===== config.mk =====
export PLATFORM = sky130hd
export DESIGN_NAME = bdc_addr_map
export DESIGN_NICKNAME = d
export VERILOG_FILES = /design/src/rtl/core/bdc_pkg.sv /design/src/rtl/core/bdc_addr_map.sv
export SDC_FILE = /design/constraint.sdc
export NUM_CORES = 1
export LEC_CHECK = 0
export ABC_AREA = 1
export BUFFER_PORTS_ARGS = -buffer_cell sky130_fd_sc_hd__buf_2
export CORE_MARGIN = 2
export CORE_UTILIZATION = 33
export DETAILED_ROUTE_END_ITERATION = 7
export GPL_ROUTABILITY_DRIVEN = 1
export GPL_TIMING_DRIVEN = 0
export PLACE_DENSITY = 0.9
export SETUP_SLACK_MARGIN = 0.15
export SLEW_MARGIN = 30
export SYNTH_ARGS = -nofsm -noshare
export SYNTH_HDL_FRONTEND = slang
export SYNTH_SLANG_ARGS = --single-unit

===== constraint.sdc =====
create_clock -name vclk -period 3.4
set_input_delay 0.68 -clock vclk [all_inputs]
set_output_delay 0.68 -clock vclk [all_outputs]
set_load 0.02 [all_outputs]

===== src/rtl/core/bdc_pkg.sv =====
// Braille dot canvas plotter: shared constants, types and helper functions.
// No dependencies; bdc_addr_map, bdc_cell_ram and the top unit refer to this package.
`default_nettype none

package bdc_pkg;

    localparam int DEFAULT_PIXEL_ROWS = 48;
    localparam int DEFAULT_PIXEL_COLS = 128;

    localparam logic [1:0] OP_PLOT  = 2'd0;
    localparam logic [1:0] OP_CLEAR = 2'd1;
    localparam logic [1:0] OP_READ  = 2'd2;

    localparam logic [13:0] BRAILLE_BASE = 14'h2800;

    // one word of the cell store
    typedef struct packed {
        logic [7:0] blue;
        logic [7:0] green;
        logic [7:0] red;
        logic [7:0] dots;
    } cell_t;

    // decoded input item
    typedef struct packed {
        logic       plot;
        logic       clear;
        logic       read;
        logic       hit;   // plot on canvas, or read of an existing cell
        logic [7:0] dot;   // dot bit for a plot
    } dec_t;

    // braille dot numbering: left column 1,2,3,7 and right column 4,5,6,8
    function automatic logic [7:0] dot_bit(input logic [1:0] row, input logic col);
        logic [7:0] bits;
        unique case ({row, col})
            3'b00_0: bits = 8'h01;
            3'b00_1: bits = 8'h08;
            3'b01_0: bits = 8'h02;
            3'b01_1: bits = 8'h10;
            3'b10_0: bits = 8'h04;
            3'b10_1: bits = 8'h20;
            3'b11_0: bits = 8'h40;
            3'b11_1: bits = 8'h80;
            default: bits = 8'h00;
        endcase
        return bits;
    endfunction

    // floor of the mean of two channel values
    function automatic logic [7:0] avg8(input logic [7:0] a, input logic [7:0] b);
        logic [8:0] sum;
        sum = {1'b0, a} + {1'b0, b};
        return sum[8:1];
    endfunction

endpackage

`default_nettype wire


===== src/rtl/core/bdc_addr_map.sv =====
// Decodes an input item: op, canvas range checks, dot bit and cell address.
// Depends on bdc_pkg (dec_t, op codes, dot_bit).
`default_nettype none

module bdc_addr_map #(
    parameter  int PIXEL_ROWS = bdc_pkg::DEFAULT_PIXEL_ROWS,
    parameter  int PIXEL_COLS = bdc_pkg::DEFAULT_PIXEL_COLS,
    localparam int CELL_ROWS  = (PIXEL_ROWS + 3) / 4,
    localparam int CELL_COLS  = (PIXEL_COLS + 1) / 2,
    localparam int CELL_COUNT = CELL_ROWS * CELL_COLS,
    localparam int ADDR_W     = (CELL_COUNT > 1) ? $clog2(CELL_COUNT) : 1
) (
    input  wire logic [1:0]         op,
    input  wire logic signed [15:0] pixel_x,
    input  wire logic signed [15:0] pixel_y,
    input  wire logic [5:0]         cell_col,
    input  wire logic [3:0]         cell_row,
    output      bdc_pkg::dec_t      dec,
    output      logic [ADDR_W-1:0]  addr
);

    logic              plot_ok;
    logic              read_ok;
    logic [ADDR_W-1:0] plot_addr;
    logic [ADDR_W-1:0] read_addr;

    always_comb
    begin
        plot_ok = !pixel_x[15] && !pixel_y[15]
               && ({1'b0, pixel_x[14:0]} < 16'(PIXEL_COLS))
               && ({1'b0, pixel_y[14:0]} < 16'(PIXEL_ROWS));
        read_ok = (9'(cell_col) < 9'(CELL_COLS)) && (7'(cell_row) < 7'(CELL_ROWS));

        // values off the canvas may alias; they never reach the store
        plot_addr = ADDR_W'(pixel_y[15:2]) * ADDR_W'(CELL_COLS) + ADDR_W'(pixel_x[15:1]);
        read_addr = ADDR_W'(cell_row) * ADDR_W'(CELL_COLS) + ADDR_W'(cell_col);

        dec.plot  = (op == bdc_pkg::OP_PLOT);
        dec.clear = (op == bdc_pkg::OP_CLEAR);
        dec.read  = (op == bdc_pkg::OP_READ);
        dec.hit   = (dec.plot && plot_ok) || (dec.read && read_ok);
        dec.dot   = bdc_pkg::dot_bit(pixel_y[1:0], pixel_x[0]);

        addr = dec.plot ? plot_addr : read_addr;
    end

endmodule

`default_nettype wire


==> out/results.ini, run 1 <==
[global_route]
grt_pass1_vias = 612
grt_max_degree = 11
antenna_found_initial = 0
grt_pass1_wl_microns = 2300
overflow = 0
track_usage = 0.200

[route]
via_count = 770
routed_wl_microns = 1510
drtIter0Drc = 5
routedWlPerCell_microns = 8.78
ant_nets = 0
drc = 0
drtPass1Iterations = 4
vias_per_cell = 4.48

[clocking]
post-cts-setup-buffer-count = 0
hold_buffers = 0
postCtsResizedCells = 0

[layout]
syn2layout_area_growth_pct = 81.3
antennaDiodeCount = 0
multi_input_area_sq_um = 363
finalNetCount = 208
n_fill_cell = 109
seqCellArea_sq_um = 0
final_util = 0.671
drive_above_1_share = 0.456
nFlopsAndLatches = 0
clockBufferCount = 0

[sta]
period_needed_ns = 2.54
max_slew_margin = 0.874
min_period_over_period = 0.748
tightestPinTransition_ns = 0.187
setup_violations = 0
rsz0062_at_grt = false
final-hold-violation-count = 0
slew_violations = 0
max_freq_ghz = 0.393
final.setup.tns_ns = 0

[synthesis]
synth.largest_area_cell = nand2_1
syn-cell-area_sq_um = 428
synth_top_area_frac = 0.360
synth-seq-area-share = 0
synthCells = 92
yosysWarnings = 0
synth_nets = 140
synth_area_per_cell_sq_um = 4.65
yosysUniqueCellTypes = 15
synth_area_leaders = nand2_1 (36%), nor2_1 (12%), inv_1 (11%)
synthTopCellsByCount = nand2_1 (41), nor2_1 (14), inv_1 (13)
synth.most_common_cell = nand2_1

[floorplanning]
io_pins = 66
row_count = 12
initial_core_util = 0.370
core_area_sq_um = 1160
die_area_sq_um = 1600
die_w_microns = 40.0
die_h_microns = 40.0

[power_and_ir_drop]
ir_drop_mv = 0.0582
p_int_mw = 0.0460
switching_power_mw = 0.0615
combPwrFrac = 1.000
p_clk_frac = 0
swShare = 0.572
power_density_nw_per_um2 = 139
p_leak_nw = 0.537
power.share.sequential = 0

[worst_setup_path]
critical_path_arrival_ns = 1.86
start_kind = input pin
worstPathMaxFanout = 2
required_ns = 2.72
worstSetupPathType = input pin to output port
end_kind = output port

[status]
run_status = completed

[placement]
routabilityCongestion = 0.763
port_buffers = 66
hpwl_microns = 1380

[min_path]
hp-class = input pin to output port

[run]
maxCapViolations = 0

## final timing paths
check	start	endpoint	slack, ns	cells past startpoint
max	pixel_x[7]	addr[8]	0.86	7
min	op[1]	dec[10]	1.65	3
## power groups by stage
stage / Combinational (mW) / Sequential (mW) / Clock, mW
global placement: 0.105 / 0 / 0
global route: 0.122 / 0 / 0
detailed placement: 0.108 / 0 / 0
CTS: 0.108 / 0 / 0
floorplan: 0.0583 / 0 / 0
finish: 0.108 / 0 / 0
## through the flow
| stage | instances | hold WS (ns) | power [mW] | worst slack (ns) | instance area [sq um] |
|---|---|---|---|---|---|
| after global routing | 172 | 1.67 | 0.122 | 0.772 | 776 |
| after detailed placement | 172 | 1.65 | 0.108 | 0.859 | 776 |
| after global placement | 172 | 1.64 | 0.105 | 0.898 | 776 |
| final | 172 | 1.65 | 0.108 | 0.856 | 776 |
| after floorplan | 92 | 1.44 | 0.0583 | 0.847 | 428 |
| after CTS | 172 | 1.65 | 0.108 | 0.858 | 776 |
## per-layer routing
metal  up-vias  GRT usage  wire (microns)
met5         -          0               0
met4         0          0               0
met3         0     0.0167             136
met2        30      0.415             835
met1       329      0.226             539
li1        411          -               -
## area by class of cell
type               instances  area share
plain buffers              2      0.0210
inverters                 13      0.0629
multi-input cells         77       0.468
well taps                 14      0.0226
repair buffers            66       0.426
## cells by family after synthesis
logic type	after synthesis	synth area share
AND/OR/NAND/NOR	70	0.670
buffers and inverters	15	0.152
adder cells (fa/ha/maj)	4	0.135
AO/OA/AOI/OAI	2	0.0234
XOR/XNOR	1	0.0205
## placed cells by master, fill, tap and decap left out
cell / instances
buf_2: 67
buf_6: 1
fa_1: 1
ha_1: 3
inv_1: 13
nand2_1: 41
nand2_2: 1
nand3_1: 3
nor2_1: 14
nor2_2: 2
nor3_1: 8
o21ai_0: 1
o21ai_1: 1
or2_2: 1
xor2_1: 1
## worst max-delay path: stages
cell	delay, ns
buf_2	0.09
ha_1	0.16
inv_1	0.06
fa_1	0.38
xor2_1	0.17
o21ai_0	0.14
buf_2	0.19
No activity file was read; power rests on OpenSTA's default activity.
==> run 2: changes to the inputs <==
CORE_UTILIZATION = 28   (was 33)
PLACE_DENSITY = 0.82   (was 0.9)
clock period = 2.25 ns   (was 3.4 ns; I/O delays follow)
==> run 2 against run 1 <==
Setup slack lost 0.61 ns. Total power increased by 53%. Critical endpoint unchanged. Sequential share of layout area unchanged. Flip-flop and latch count did not move. Design area increased by 1.3%. Largest power group unchanged. Cell count is 1.2% higher.
==> out/results.ini, run 2 (synthesized netlist as in run 1, its figures left out) <==
[run]
maxCapViolations = 0

[worst_setup_path]
crit_slowest_cell = fa_2
cp_num_buf_inv = 3
crit_chain = buf_2, ha_2, inv_1, fa_2, xor2_1, o21ai_1, buf_4
slowest_delay_ns = 0.33
cp_top_family = adder cells
worstSetupPathType = input pin to output port
start_kind = input pin
end_kind = output port
critical_path_arrival_ns = 1.56
required_ns = 1.80
worstPathMaxFanout = 2

[route]
drtPass1Iterations = 4
via_count = 762
drc = 0
ant_nets = 0
routed_wl_microns = 1490
vias_per_cell = 4.38
routedWlPerCell_microns = 8.55
drtIter0Drc = 8

[floorplanning]
core_area_sq_um = 1470
row_count = 14
die_area_sq_um = 1860
initial_core_util = 0.291
die_w_microns = 43.1
die_h_microns = 43.1
io_pins = 66

[sta]
max_slew_margin = 0.888
setup_violations = 0
rsz0062_at_grt = false
final-hold-violation-count = 0
min_period_over_period = 0.891
max_freq_ghz = 0.499
slew_violations = 0
period_needed_ns = 2.01
tightestPinTransition_ns = 0.167
final.setup.tns_ns = 0

[layout]
multi_input_area_sq_um = 368
antennaDiodeCount = 0
seqCellArea_sq_um = 0
syn2layout_area_growth_pct = 83.6
final_util = 0.534
final_cell_mix = buf_2 (66), nand2_1 (41), nor2_1 (14)
nFlopsAndLatches = 0
n_fill_cell = 156
final_common_cell = buf_2
drive_above_1_share = 0.468
clockBufferCount = 0
finalNetCount = 208

[placement]
port_buffers = 66
hpwl_microns = 1350
routabilityCongestion = 0.709

[clocking]
hold_buffers = 0

[status]
run_status = completed

[global_route]
grt_pass1_wl_microns = 2410
grt_pass1_vias = 651
track_usage = 0.157
overflow = 0
grt_max_degree = 11
antenna_found_initial = 0

[power_and_ir_drop]
power_density_nw_per_um2 = 210
ir_drop_mv = 0.0886
p_leak_nw = 0.536

[min_path]
hp-class = input pin to output port

run 2: where the power goes:
part,switching [mW],internal [mW]
clock network,0,0
registers,0,0
logic,0.0939,0.0710
run 2: area by class of cell:
type,count,share of cell area
repair buffers,66,0.424
plain buffers,2,0.0207
inverters,13,0.0621
multi-input cells,77,0.468
well taps,16,0.0255
run 2: final timing paths:
path	startpoint	end	slack, ns	cells past startpoint
min	op[1]	dec[10]	1.19	3
max	pixel_x[7]	addr[8]	0.24	7
run 2: timing repair:
item                                    4_1_cts  5_1_grt
gates resized for setup                       0        4
endpoints found under the setup margin        0        1
buffers inserted                              0        0
run 2: metrics by stage:
| step | instance area [sq um] | power, mW | hold WS [ns] | std cells | worst slack (ns) |
|---|---|---|---|---|---|
| finish | 786 | 0.165 | 1.19 | 174 | 0.244 |
| global placement | 778 | 0.159 | 1.18 | 174 | 0.192 |
| CTS | 778 | 0.163 | 1.19 | 174 | 0.164 |
| floorplan | 428 | 0.0881 | 0.980 | 92 | 0.157 |
| detailed placement | 778 | 0.163 | 1.19 | 174 | 0.165 |
| global route | 786 | 0.185 | 1.20 | 174 | 0.147 |
run 2: per-layer routing:
metal	up-vias	GRT usage	part of all wire
li1	411	-	-
met3	0	0.0170	0.080
met2	31	0.325	0.54
met1	320	0.175	0.38
met5	-	0	0
met4	0	0	0
==> run 3: changes to the inputs <==
ABC_AREA = default   (was 1)
CORE_UTILIZATION = 26   (was 28)
PLACE_DENSITY = 0.8   (was 0.82)
==> run 3 against run 2 <==
Global-route usage down 1.8 points. Cell count decreased by 25%. Flip-flop and latch count is the same. Critical endpoint unchanged. Total power up 1.3%. Critical path depth is the same. Sequential share of layout area stayed put. Worst hold slack improved by 0.042 ns. Core utilization fell by 0.65 points.
==> out/results.ini, run 3 <==
[synthesis]
synthTopCellsByCount = mux2_2 (4), mux2_4 (4), nand2_1 (4), nor4_1 (4)
synth_simple_gate_area_frac = 0.401
synth_xor_xnor_area_share = 0.0446
synth_compound_area_frac = 0.0732
synth_area_leaders = mux2_4 (15%), mux2_2 (11%), ha_1 (9.6%)
syn-cell-area_sq_um = 393
synth_top_area_frac = 0.153
synth_nets = 97
synth.area.mux_share = 0.268
synth-seq-area-share = 0
yosysUniqueCellTypes = 23
synth_top_family_by_area = simple AND/OR/NAND/NOR gates
synth_fa_ha_area_frac = 0.146
synthCells = 49
yosysWarnings = 0
synth_area_per_cell_sq_um = 8.02
synth.largest_area_cell = mux2_4

[sta]
final_critical_path_setup_slack_ns = 0.213
max_freq_ghz = 0.491
max_slew_margin = 0.830
holdWs_ns = 1.23
final-hold-violation-count = 0
tightestPinTransition_ns = 0.252
period_needed_ns = 2.04
min_period_over_period = 0.905
slew_violations = 0
setup_violations = 0
final.setup.tns_ns = 0
rsz0062_at_grt = false

[worst_setup_path]
crit_slowest_cell = fa_2
worstPathMaxFanout = 2
critical_path_arrival_ns = 1.59
crit_chain = buf_4, ha_4, inv_1, fa_2, xnor2_1, mux2_4, buf_6
required_ns = 1.80
end_kind = output port
cp_top_family = adder cells
start_kind = input pin
slowest_delay_ns = 0.35
cp_num_buf_inv = 3
worstSetupPathType = input pin to output port

[placement]
routabilityCongestion = 0.692
place_ws_ns = 0.122
port_buffers = 66

[floorplanning]
die_w_microns = 42.9
core_area_sq_um = 1450
die_h_microns = 42.9
initial_core_util = 0.270
io_pins = 66
row_count = 14
die_area_sq_um = 1840

[layout]
drive_above_1_share = 0.696
seqCellArea_sq_um = 0
finalNetCount = 165
syn2layout_area_growth_pct = 95.2
n_fill_cell = 148
final_cell_mix = buf_2 (64), mux2_4 (4), mux2_2 (4), nand2_1 (4), nor4_1 (4)
final_common_cell = buf_2
multi_input_area_sq_um = 382
antennaDiodeCount = 0
clockBufferCount = 0
nFlopsAndLatches = 0

[power_and_ir_drop]
ir_drop_mv = 0.0891
p_leak_nw = 0.443
power_density_nw_per_um2 = 218

[clocking]
post-cts-setup-buffer-count = 0
hold_buffers = 0

[route]
drtPass1Iterations = 2
ant_nets = 0
vias_per_cell = 4.81
routedWlPerCell_microns = 9.99
routed_wl_microns = 1310
via_count = 630
drtIter0Drc = 1
drc = 0

[status]
run_status = completed

[global_route]
busiest_layer = met2
track_usage = 0.139
grt_pass1_vias = 562
overflow = 0
grt_use_met2 = 0.297
grt_max_degree = 11
antenna_found_initial = 0
grt_use_met3 = 0.00426
grt_pass1_wl_microns = 2140
met1_usage = 0.155

[run]
maxCapViolations = 0

[min_path]
hp-class = input pin to output port

-- run 3: repair_timing --
| action | 4_1_cts | 5_1_grt |
|---|---|---|
| cloned | 0 | 0 |
| gates resized for setup | 3 | 3 |
| pin swaps | 0 | 1 |
| endpoints found under the setup margin | 1 | 1 |
-- run 3: cells by family after synthesis --
logic type | after synthesis
simple gates | 26
fa+ha+maj | 4
mux | 8
compound gates | 5
buf+inv | 4
xor+xnor | 2
-- run 3: worst paths after layout --
check	slack, ns	start	cells after the start	to
setup / recovery	0.21	pixel_x[7]	7	addr[8]
hold / removal	1.23	cell_row[2]	3	addr[8]
-- run 3: report_power, final --
group          switching [mW]  internal (mW)
combinational          0.0835         0.0835
clock                       0              0
sequential                  0              0
total                  0.0835         0.0835
-- run 3: layer usage --
layer | vias up | part of all wire
met3 | 0 | 0.11
met2 | 40 | 0.56
met5 | - | 0
met4 | 0 | 0
met1 | 275 | 0.33
li1 | 315 | -
-- run 3: metrics by stage --
stage,area [sq um],total power [mW],cells,utilization
2_1_floorplan,393,0.0892,49,-
3_3_place_gp,743,0.159,131,0.511
3_5_place_dp,743,0.163,131,0.511
4_1_cts,751,0.165,131,0.516
5_1_grt,767,0.183,131,0.528
6_report,767,0.167,131,0.528
-- run 3: layout make-up --
class / instances / area share
Multi-Input combinational cell: 45 / 0.498
Timing Repair Buffer: 66 / 0.442
Tap cell: 16 / 0.0261
Buffer: 1 / 0.0196
Inverter: 3 / 0.0147
-- run 3: worst min-delay path: cells and delay by family --
| kind | cells | cell delay [ns] |
|---|---|---|
| buf+inv | 2 | 0.20 |
| mux | 1 | 0.14 |
