<file path="src/rtl/core/bdc_clear_seq.sv">
// Clearing sweep over the cell store, one entry a cycle, after reset or on request.
// Depends on nothing but its parameter.
`default_nettype none

module bdc_clear_seq #(
    parameter  int DEPTH  = 768,
    localparam int ADDR_W = (DEPTH > 1) ? $clog2(DEPTH) : 1
) (
    input  wire logic              clk,
    input  wire logic              rst_n,
    input  wire logic              start,
    output      logic              busy,
    output      logic [ADDR_W-1:0] addr
);

    localparam logic [ADDR_W-1:0] LAST = ADDR_W'(DEPTH - 1);

    logic              busy_reg;
    logic              busy_next;
    logic [ADDR_W-1:0] addr_reg;
    logic [ADDR_W-1:0] addr_next;

    always_comb
    begin
        busy_next = busy_reg;
        addr_next = addr_reg;
        priority if (start)
        begin
            busy_next = 1'b1;
            addr_next = '0;
        end
        else if (busy_reg && addr_reg == LAST)
        begin
            busy_next = 1'b0;
        end
        else if (busy_reg)
        begin
            addr_next = addr_reg + ADDR_W'(1);
        end
    end

    // the sweep also runs out of reset
    always_ff @(posedge clk or negedge rst_n)
    begin
        if (!rst_n)
        begin
            busy_reg <= 1'b1;
            addr_reg <= '0;
        end
        else
        begin
            busy_reg <= busy_next;
            addr_reg <= addr_next;
        end
    end

    assign busy = busy_reg;
    assign addr = addr_reg;

endmodule

`default_nettype wire

</file>
<file path="config.mk">
export PLATFORM = sky130hd
export DESIGN_NAME = bdc_clear_seq
export DESIGN_NICKNAME = d
export VERILOG_FILES = /design/src/rtl/core/bdc_clear_seq.sv
export SDC_FILE = /design/constraint.sdc
export NUM_CORES = 1
export LEC_CHECK = 0
export CORE_MARGIN = 2
export CORE_UTILIZATION = 31
export DETAILED_ROUTE_END_ITERATION = 10
export DONT_BUFFER_PORTS = 1
export PLACE_DENSITY_LB_ADDON = 0.3
export SYNTH_ARGS = -nofsm -noshare
export SYNTH_HDL_FRONTEND = slang
export SYNTH_SLANG_ARGS = --single-unit
</file>
<file path="constraint.sdc">
create_clock -name clk -period 1.35 [get_ports clk]
set_input_delay 0.0675 -clock clk [delete_from_list [all_inputs] [get_ports clk]]
set_output_delay 0.0675 -clock clk [all_outputs]
set_load 0.05 [all_outputs]
</file>
==> reports/results.tsv, run 1 <==
stage	metric	value	unit
floorplanning	die_h	47.2	µm
drt	ant_nets	0	
floorplanning	io-pin-count	14	
drt	drc	0	
final_layout	num_antenna_cells	0	
yosys	synth-async-reset-ratio	100	%
run	max_cap_violations	0	
floorplanning	core_area	0.00175	mm²
setup_path	worst_ep_arrival_time	1.69	ns
place	dp_hpwl	1040	µm
drt	drt_iter0_markers	9	
global_route	track_usage	16.1	%
clocking	clock_sinks	11	
status	violations	hold timing, setup timing	
final_layout	fillers	142	
final_layout	final_util	54.7	%
final_layout	area_delta_synth_final	64.8	%
yosys	synth_seq_cells	11	
setup_path	end_kind	flip-flop	
worst_hold_path	hp-class	in2reg	
timing	slew_headroom	66.1	%
drt	wl	1620	µm
timing	fin_skew	0.00423	ns
timing	post-route-period-util	112	%
status	status	finished, violations left	
global_route	grt_max_degree	12	
global_route	grt_overflow_total	0	
clocking	cts_inserted_buffers	3	
place	place.gp.congestion	0.728	
drt	vias	564	
timing	holdWs	-0.167	ns
yosys	yosysSeqAreaShare	47.7	%
global_route	grt_pass1_wl	2430	µm
clocking	path_clk_slew	0.07	ns
yosys	yosysWarnings	0	
clocking	root_buffer	clkbuf_4	
yosys	synth-edff-count	0	
final_layout	seqCellArea	293	µm²
clocking	cts_tree	done	
floorplanning	rows	15	
yosys	ys_types	28	
yosys	synthCells	55	
clocking	clk_latency	0.28	ns
final_layout	drive_above_1_share	67.9	%
pwr	finalPower	669	µW
setup_path	crit_type	reg2reg	
timing	fin_crit	1.52	ns
pwr	p_per_area	700	mW/mm²
pwr	p_switching	180	µW
timing	worst_slack	-0.168	ns
timing	fmaxAchievable	659	MHz
timing	setup_viol	8	
timing	rsz0062_at_grt	true	
clocking	ctsHoldBuffers	1	
timing	tightest_slew	0.506	ns
pwr	intPower	489	µW
yosys	syn-cell-area	579	µm²
final_layout	largest_reg_flops	10	
pwr	seqPwrFrac	51.9	%
clocking	htree_num_levels	1	
global_route	antenna_found_initial	0	
pwr	swShare	26.9	%
timing	hold_viol	11	
place	port_buffers	0	
clocking	clk_path_buf_depth	2	
floorplanning	die-area	0.00223	mm²
setup_path	cp_max_fo	5	
timing	drv_slew	0	
setup_path	critPathRequiredTime	1.52	ns
drt	drt_pre_antenna_iters	4	
drt	routed_via_density	5.17	
pwr	irDropWorstVdd	0.470	mV
final_layout	multi_input_area	395	µm²
final_layout	num-nets-final	89	
setup_path	worstSetupStartpointType	flip-flop	
floorplanning	die_w	47.2	µm
yosys	avgSynthCellArea	10.5	µm²
yosys	syn-num-nets	59	
pwr	power.share.clock	34.8	%
yosys	synthFlopType	dfrtp_1	
drt	wire_per_inst	14.9	µm
global_route	first_global_vias	569	
pwr	combPwrFrac	13.3	%
pwr	p_leak	0.442	nW
floorplanning	initial_utilization	33.2	%
[power by group through the flow]
stage                     Sequential, mW  Combinational [mW]  Clock [mW]
final                              0.347              0.0887       0.233
after global routing               0.348              0.0981       0.248
after CTS                          0.346              0.0843       0.239
after detailed placement           0.355              0.0649           0
after global placement             0.354              0.0642           0
after floorplan                    0.380              0.0196           0
[stage by stage]
| step | TNS, ns | std cells | setup WS [ns] | cell area (µm²) | hold slack (ns) |
|---|---|---|---|---|---|
| final | -0.758 | 109 | -0.168 | 955 | -0.167 |
| after detailed placement | -0.559 | 97 | -0.105 | 783 | -0.228 |
| after CTS | -0.557 | 105 | -0.118 | 873 | -0.168 |
| after global routing | -1.10 | 109 | -0.215 | 955 | -0.169 |
| after floorplan | -1.41 | 55 | -0.261 | 621 | -0.228 |
| after global placement | -0.531 | 97 | -0.101 | 783 | -0.228 |
[synthesized netlist by cell type, types with 2 or more instances]
cell	instances	area share, %
dfrtp_1	10	43
nor2_1	7	4.5
a21oi_1	4	3.5
nand2_1	4	2.6
o21ai_0	3	2.6
and3_1	2	2.2
mux2i_1	2	3.5
nand3_1	2	1.7
xor2_1	2	3.0
[final timing paths]
check,from,end,slack [ns],cells after the start
min in group asynchronous,rst_n,addr[4],0.19,1
max in group asynchronous,rst_n,addr[7],0.79,1
hold reg to reg,busy,addr[3],0.68,2
setup / recovery,addr[8],addr[1],-0.17,5
setup reg to reg,addr[8],addr[1],-0.17,5
hold / removal,start,addr[5],-0.17,1
[what timing repair did]
action / CTS / global route
buffers inserted: 3 / 4
resized for setup: 6 / 12
cloned: 0 / 0
pin swaps: 4 / 6
endpoints found under the setup margin: 8 / 10
hold endpoints to repair: 22 / 11
[critical path, cell delays in order (launching register included)]
cell,delay (ns)
dfrtp_2,0.40
nand2b_4,0.15
o41ai_4,0.41
buf_4,0.22
mux2i_1,0.18
nor2_1,0.05
[cells in the final DEF, fill, tap and decap left out, drive strengths merged, types with 2 or more instances in the layout]
cell / count
mux2i: 2
and3: 2
dfrtp: 10
xor2: 2
a21oi: 4
buf: 25
clkbuf: 4
o21ai: 3
nor2: 7
nand2b: 2
nand2: 4
nand3: 3
[metal layers]
| metal | GRT usage [%] | up-vias | share of wire (%) |
|---|---|---|---|
| met1 | 18.1 | 280 | 41 |
| met4 | 11.7 | 0 | 3.4 |
| met3 | 4.23 | 7 | 5.0 |
| li1 | - | 259 | - |
| met5 | 0 | - | 0 |
| met2 | 26.2 | 18 | 51 |
[area by class of cell]
type                       count  share of cell area, %
multi-input combinational     43                   41.4
tap                           25                   3.28
timing repair buffer          26                   21.9
sequential                    11                   30.7
clock buffer                   4                   2.75
[cells by family after synthesis]
family	Yosys count	synth area share, %
buf+inv	1	0.647
simple gates	25	24.8
fa+ha+maj	1	2.16
compound gates	12	16.6
xor+xnor	3	4.54
flops	11	47.7
mux	2	3.46
Power figures use the tool's default switching activity.
==> inputs of run 2 (changes only) <==
--- a/config.mk
+++ b/config.mk
@@ -5,6 +5,7 @@
 export SDC_FILE = /design/constraint.sdc
 export NUM_CORES = 1
 export LEC_CHECK = 0
+export CORE_ASPECT_RATIO = 0.8
 export CORE_MARGIN = 2
 export CORE_UTILIZATION = 31
 export DETAILED_ROUTE_END_ITERATION = 10
==> constraint.sdc (replaced) <==
create_clock -name clk -period 1.87 [get_ports clk]
set_input_delay 0.0935 -clock clk [delete_from_list [all_inputs] [get_ports clk]]
set_output_delay 0.0935 -clock clk [all_outputs]
set_load 0.05 [all_outputs]
==> reports/results.tsv, run 2 (synthesized netlist as in run 1, its figures left out) <==
stage	metric	value	unit
floorplanning	die-area	0.00223	mm²
floorplanning	io-pin-count	14	
global_route	first_global_vias	467	
worst_hold_path	hp-class	in2async	
timing	slew_headroom	65.7	%
drt	routed_via_density	5.22	
timing	fin_skew	0.00148	ns
setup_path	worstSetupStartpointType	flip-flop	
timing	hold_viol	0	
timing	fmaxAchievable	612	MHz
final_layout	largest_reg_flops	10	
floorplanning	rows	13	
clocking	clk_path_buf_depth	2	
final_layout	num-nets-final	77	
pwr	intPower	341	µW
floorplanning	initial_utilization	34.2	%
place	place.gp.congestion	0.755	
timing	rsz0062_at_grt	false	
timing	fin_crit	1.63	ns
pwr	combPwrFrac	11.1	%
floorplanning	core_area	0.00169	mm²
pwr	power.share.clock	35.6	%
clocking	cts_inserted_buffers	3	
global_route	track_usage	14.0	%
setup_path	slowest_stage	dfrtp_1	
run	max_cap_violations	0	
status	status	finished, final reports clean	
pwr	p_leak	0.339	nW
setup_path	critPathRequiredTime	2.02	ns
drt	vias	491	
place	port_buffers	0	
global_route	grt_pass1_wl	2240	µm
final_layout	area_delta_synth_final	27.6	%
pwr	p_switching	125	µW
setup_path	crit_chain	ha_1, nand2_1, o41ai_4, buf_4, mux2i_1, nor2_1	
final_layout	mostFrequentLayoutCells	12 x buf_4, 10 x dfrtp_1, 7 x nor2_1	
drt	drc	0	
pwr	seqPwrFrac	53.4	%
timing	drv_slew	0	
place	dp_hpwl	888	µm
pwr	finalPower	467	µW
floorplanning	die_h	42.7	µm
timing	fin_tns_setup	0	ns
clocking	clock_sinks	11	
pwr	swShare	26.9	%
timing	setup_viol	0	
clocking	htree_num_levels	1	
drt	drt_iter0_markers	5	
setup_path	end_kind	flip-flop	
final_layout	drive_above_1_share	29.2	%
drt	wire_per_inst	13.4	µm
drt	ant_nets	0	
clocking	cts_tree	done	
setup_path	cp_max_fo	5	
final_layout	final_common_cell	buf_4	
global_route	grt_overflow_total	0	
drt	wl	1260	µm
drt	drt_pre_antenna_iters	4	
final_layout	fillers	177	
global_route	grt_max_degree	12	
global_route	antenna_found_initial	0	
pwr	p_per_area	631	mW/mm²
clocking	root_buffer	clkbuf_4	
final_layout	num_antenna_cells	0	
timing	tightest_slew	0.513	ns
pwr	irDropWorstVdd	0.349	mV
setup_path	crit_type	reg2reg	
floorplanning	die_w	52.3	µm
clocking	ctsResizeCount	0	
setup_path	cpPeakStageDelay	0.42	ns
clocking	path_clk_slew	0.07	ns
timing	post-route-period-util	87.4	%
setup_path	worst_ep_arrival_time	1.78	ns
clocking	clk_latency	0.27	ns
-- run 2: layout make-up --
class	count	area (µm²)	area share, %
Tap cell	22	27.5	3.72
Sequential cell	11	277	37.4
Clock buffer	4	26.3	3.55
Multi-Input combinational cell	43	299	40.4
Timing Repair Buffer	14	110	14.9
-- run 2: worst paths after layout --
check	cells past startpoint	to	from	slack (ns)
worst max-delay path	6	addr[1]	addr[1]	0.24
worst min-delay path	1	addr[5]	rst_n	0.23
worst max register to register	6	addr[1]	addr[1]	0.24
worst min register to register	2	addr[3]	busy	0.61
max in group asynchronous	1	busy	rst_n	1.28
min in group clk	2	addr[3]	busy	0.61
-- run 2: per-layer routing --
metal	wire length, µm	GRT usage (%)
met4	0	3.08
met2	559	19.0
met5	0	0
met1	611	19.2
met3	94	8.10
-- run 2: worst max-delay path: cells and delay by family (launching register included) --
kind,cells,cell delay (ns)
buf+inv,1,0.21
simple gates,2,0.15
flops,1,0.42
compound gates,1,0.30
fa+ha+maj,1,0.24
mux,1,0.19
-- run 2: stage by stage --
stage	worst slack (ns)	util, %	instances	hold WS [ns]	area, µm²
detailed placement	0.311	41.0	88	-0.202	693
CTS	0.234	43.7	94	0.240	739
floorplan	0.0247	-	55	-0.202	579
global route	0.113	43.7	94	0.248	739
finish	0.235	43.7	94	0.225	739
global placement	0.321	41.0	88	-0.202	693
-- run 2: timing repair --
action	CTS	global route
endpoints found under the hold margin	22	0
setup endpoints to repair	0	0
buffers inserted	0	0
hold buffers	2	0
-- run 2: power by group through the flow --
stage               registers, mW  clock network (mW)  logic, mW
floorplan                   0.272                   0     0.0124
global placement            0.253                   0     0.0407
detailed placement          0.253                   0     0.0400
CTS                         0.249               0.172     0.0525
global route                0.250               0.184     0.0560
finish                      0.249               0.166     0.0516
==> inputs of run 3 (changes only) <==
--- a/config.mk
+++ b/config.mk
@@ -5,12 +5,12 @@
 export SDC_FILE = /design/constraint.sdc
 export NUM_CORES = 1
 export LEC_CHECK = 0
-export CORE_ASPECT_RATIO = 0.8
-export CORE_MARGIN = 2
-export CORE_UTILIZATION = 31
+export CORE_AREA = 2 2 39 41
 export DETAILED_ROUTE_END_ITERATION = 10
+export DIE_AREA = 0 0 41 43
 export DONT_BUFFER_PORTS = 1
 export PLACE_DENSITY_LB_ADDON = 0.3
+export REMOVE_ABC_BUFFERS = 1
 export SYNTH_ARGS = -nofsm -noshare
 export SYNTH_HDL_FRONTEND = slang
 export SYNTH_SLANG_ARGS = --single-unit
==> reports/results.tsv, run 3 (synthesized netlist as in run 1, its figures left out) <==
stage	metric	value	unit
status	status	finished, final reports clean	
final_layout	largest_reg_flops	10	
pwr	irDropWorstVdd	0.423	mV
setup_path	cpPeakStageDelay	0.40	ns
setup_path	cp_max_fo	5	
timing	drv_slew	0	
setup_path	crit_chain	ha_1, nand2_1, o41ai_4, buf_4, mux2i_1, nor2_1	
drt	wl	1170	µm
clocking	cts_tree	done	
timing	fmaxAchievable	630	MHz
clocking	clk_path_buf_depth	2	
final_layout	final_common_cell	buf_4	
global_route	grt_max_degree	12	
run	max_cap_violations	0	
setup_path	r2r_start	addr[1]	
setup_path	reg2reg_slack	0.28	ns
drt	drt_iter0_markers	2	
floorplanning	io-pin-count	14	
clocking	clk_latency	0.26	ns
global_route	grt_overflow_total	0	
drt	wire_per_inst	13.3	µm
timing	fin_tns_setup	0	ns
global_route	grt_pass1_wl	2070	µm
setup_path	worstSetupStartpointType	flip-flop	
clocking	clock_sinks	11	
clocking	root_buffer	clkbuf_4	
worst_hold_path	hp-class	in2async	
timing	setup_viol	0	
setup_path	critPathRequiredTime	2.01	ns
pwr	p_leak	0.339	nW
setup_path	end_kind	flip-flop	
floorplanning	die-area	0.00176	mm²
final_layout	mostFrequentLayoutCells	12 x buf_4, 10 x dfrtp_1, 7 x nor2_1	
clocking	cts_inserted_buffers	3	
drt	vias	480	
final_layout	num-nets-final	77	
place	port_buffers	0	
floorplanning	core_area	0.00138	mm²
clocking	path_clk_slew	0.07	ns
place	place.gp.congestion	0.798	
timing	holdWs	0.234	ns
timing	slew_headroom	65.8	%
floorplanning	die_h	43	µm
pwr	p_per_area	628	mW/mm²
final_layout	area_delta_synth_final	26.3	%
drt	drt_pre_antenna_iters	3	
timing	rsz0062_at_grt	false	
timing	tightest_slew	0.511	ns
setup_path	slowest_stage	dfrtp_1	
setup_path	r2r_cells	6	
setup_path	crit_type	reg2reg	
clocking	ctsResizeCount	0	
floorplanning	initial_utilization	41.9	%
drt	ant_nets	0	
setup_path	worst_ep_arrival_time	1.73	ns
final_layout	drive_above_1_share	29.2	%
timing	fin_skew	0.00195	ns
place	dp_hpwl	908	µm
timing	fin_crit	1.59	ns
clocking	htree_num_levels	1	
global_route	track_usage	17.3	%
floorplanning	rows	14	
drt	routed_via_density	5.45	
floorplanning	die_w	41	µm
drt	drc	0	
final_layout	num_antenna_cells	0	
final_layout	fillers	124	
global_route	first_global_vias	474	
setup_path	r2r_end	addr[1]	
timing	post-route-period-util	84.9	%
global_route	antenna_found_initial	0	
timing	hold_viol	0	
## run 3: cell counts in the layout (fill, tap and decap cells not counted)
Identical to the previous run, type by type.
## run 3: routing by layer
layer | GRT usage (%) | vias up | part of all wire [%]
met5 | 0 | - | 0
met4 | 6.00 | 0 | 1.2
met2 | 25.6 | 10 | 45
met1 | 22.7 | 228 | 49
met3 | 5.76 | 2 | 5.2
li1 | - | 240 | -
## run 3: critical path: cells and delay by family, from the launching register on
kind / cells / cell delay [ns]
AND/OR/NAND/NOR: 2 / 0.15
AO/OA/AOI/OAI: 1 / 0.29
buffers and inverters: 1 / 0.21
flip-flops: 1 / 0.40
multiplexers: 1 / 0.19
adder cells (fa/ha/maj): 1 / 0.22
## run 3: through the flow
stage	worst slack (ns)	instances	utilization (%)	instance area, µm²	power [mW]
6_report	0.283	88	52.9	732	0.459
5_1_grt	0.171	88	52.9	732	0.487
4_1_cts	0.279	88	52.9	732	0.463
3_5_place_dp	0.317	82	49.5	686	0.293
3_3_place_gp	0.343	82	49.5	686	0.293
2_1_floorplan	0.0365	54	-	576	0.282
## run 3: timing repair
item / in CTS / in global routing
buffers inserted: 0 / 0
hold buffers: 2 / 0
endpoints found under the hold margin: 22 / 0
## run 3: how the worst max path moves through the flow
stage / endpoint / startpoint
finish: addr[1] / addr[1]
global route: addr[1] / addr[1]
CTS: addr[1] / addr[1]
detailed placement: addr[1] / addr[1]
global placement: addr[5] / addr[0]
floorplan: addr[1] / addr[5]
## run 3: final cells by class
| cell class | count | area (µm²) | share of cell area, % |
|---|---|---|---|
| clock buffers | 4 | 26.3 | 3.59 |
| multi-input cells | 43 | 299 | 40.9 |
| flip-flops and latches | 11 | 277 | 37.8 |
| well taps | 16 | 20.0 | 2.74 |
| repair buffers | 14 | 110 | 15.0 |
## run 3: where the power goes
group          switching (mW)  internal, mW
logic                  0.0353        0.0154
registers             0.00556         0.243
clock network          0.0776        0.0825
total                   0.118         0.341
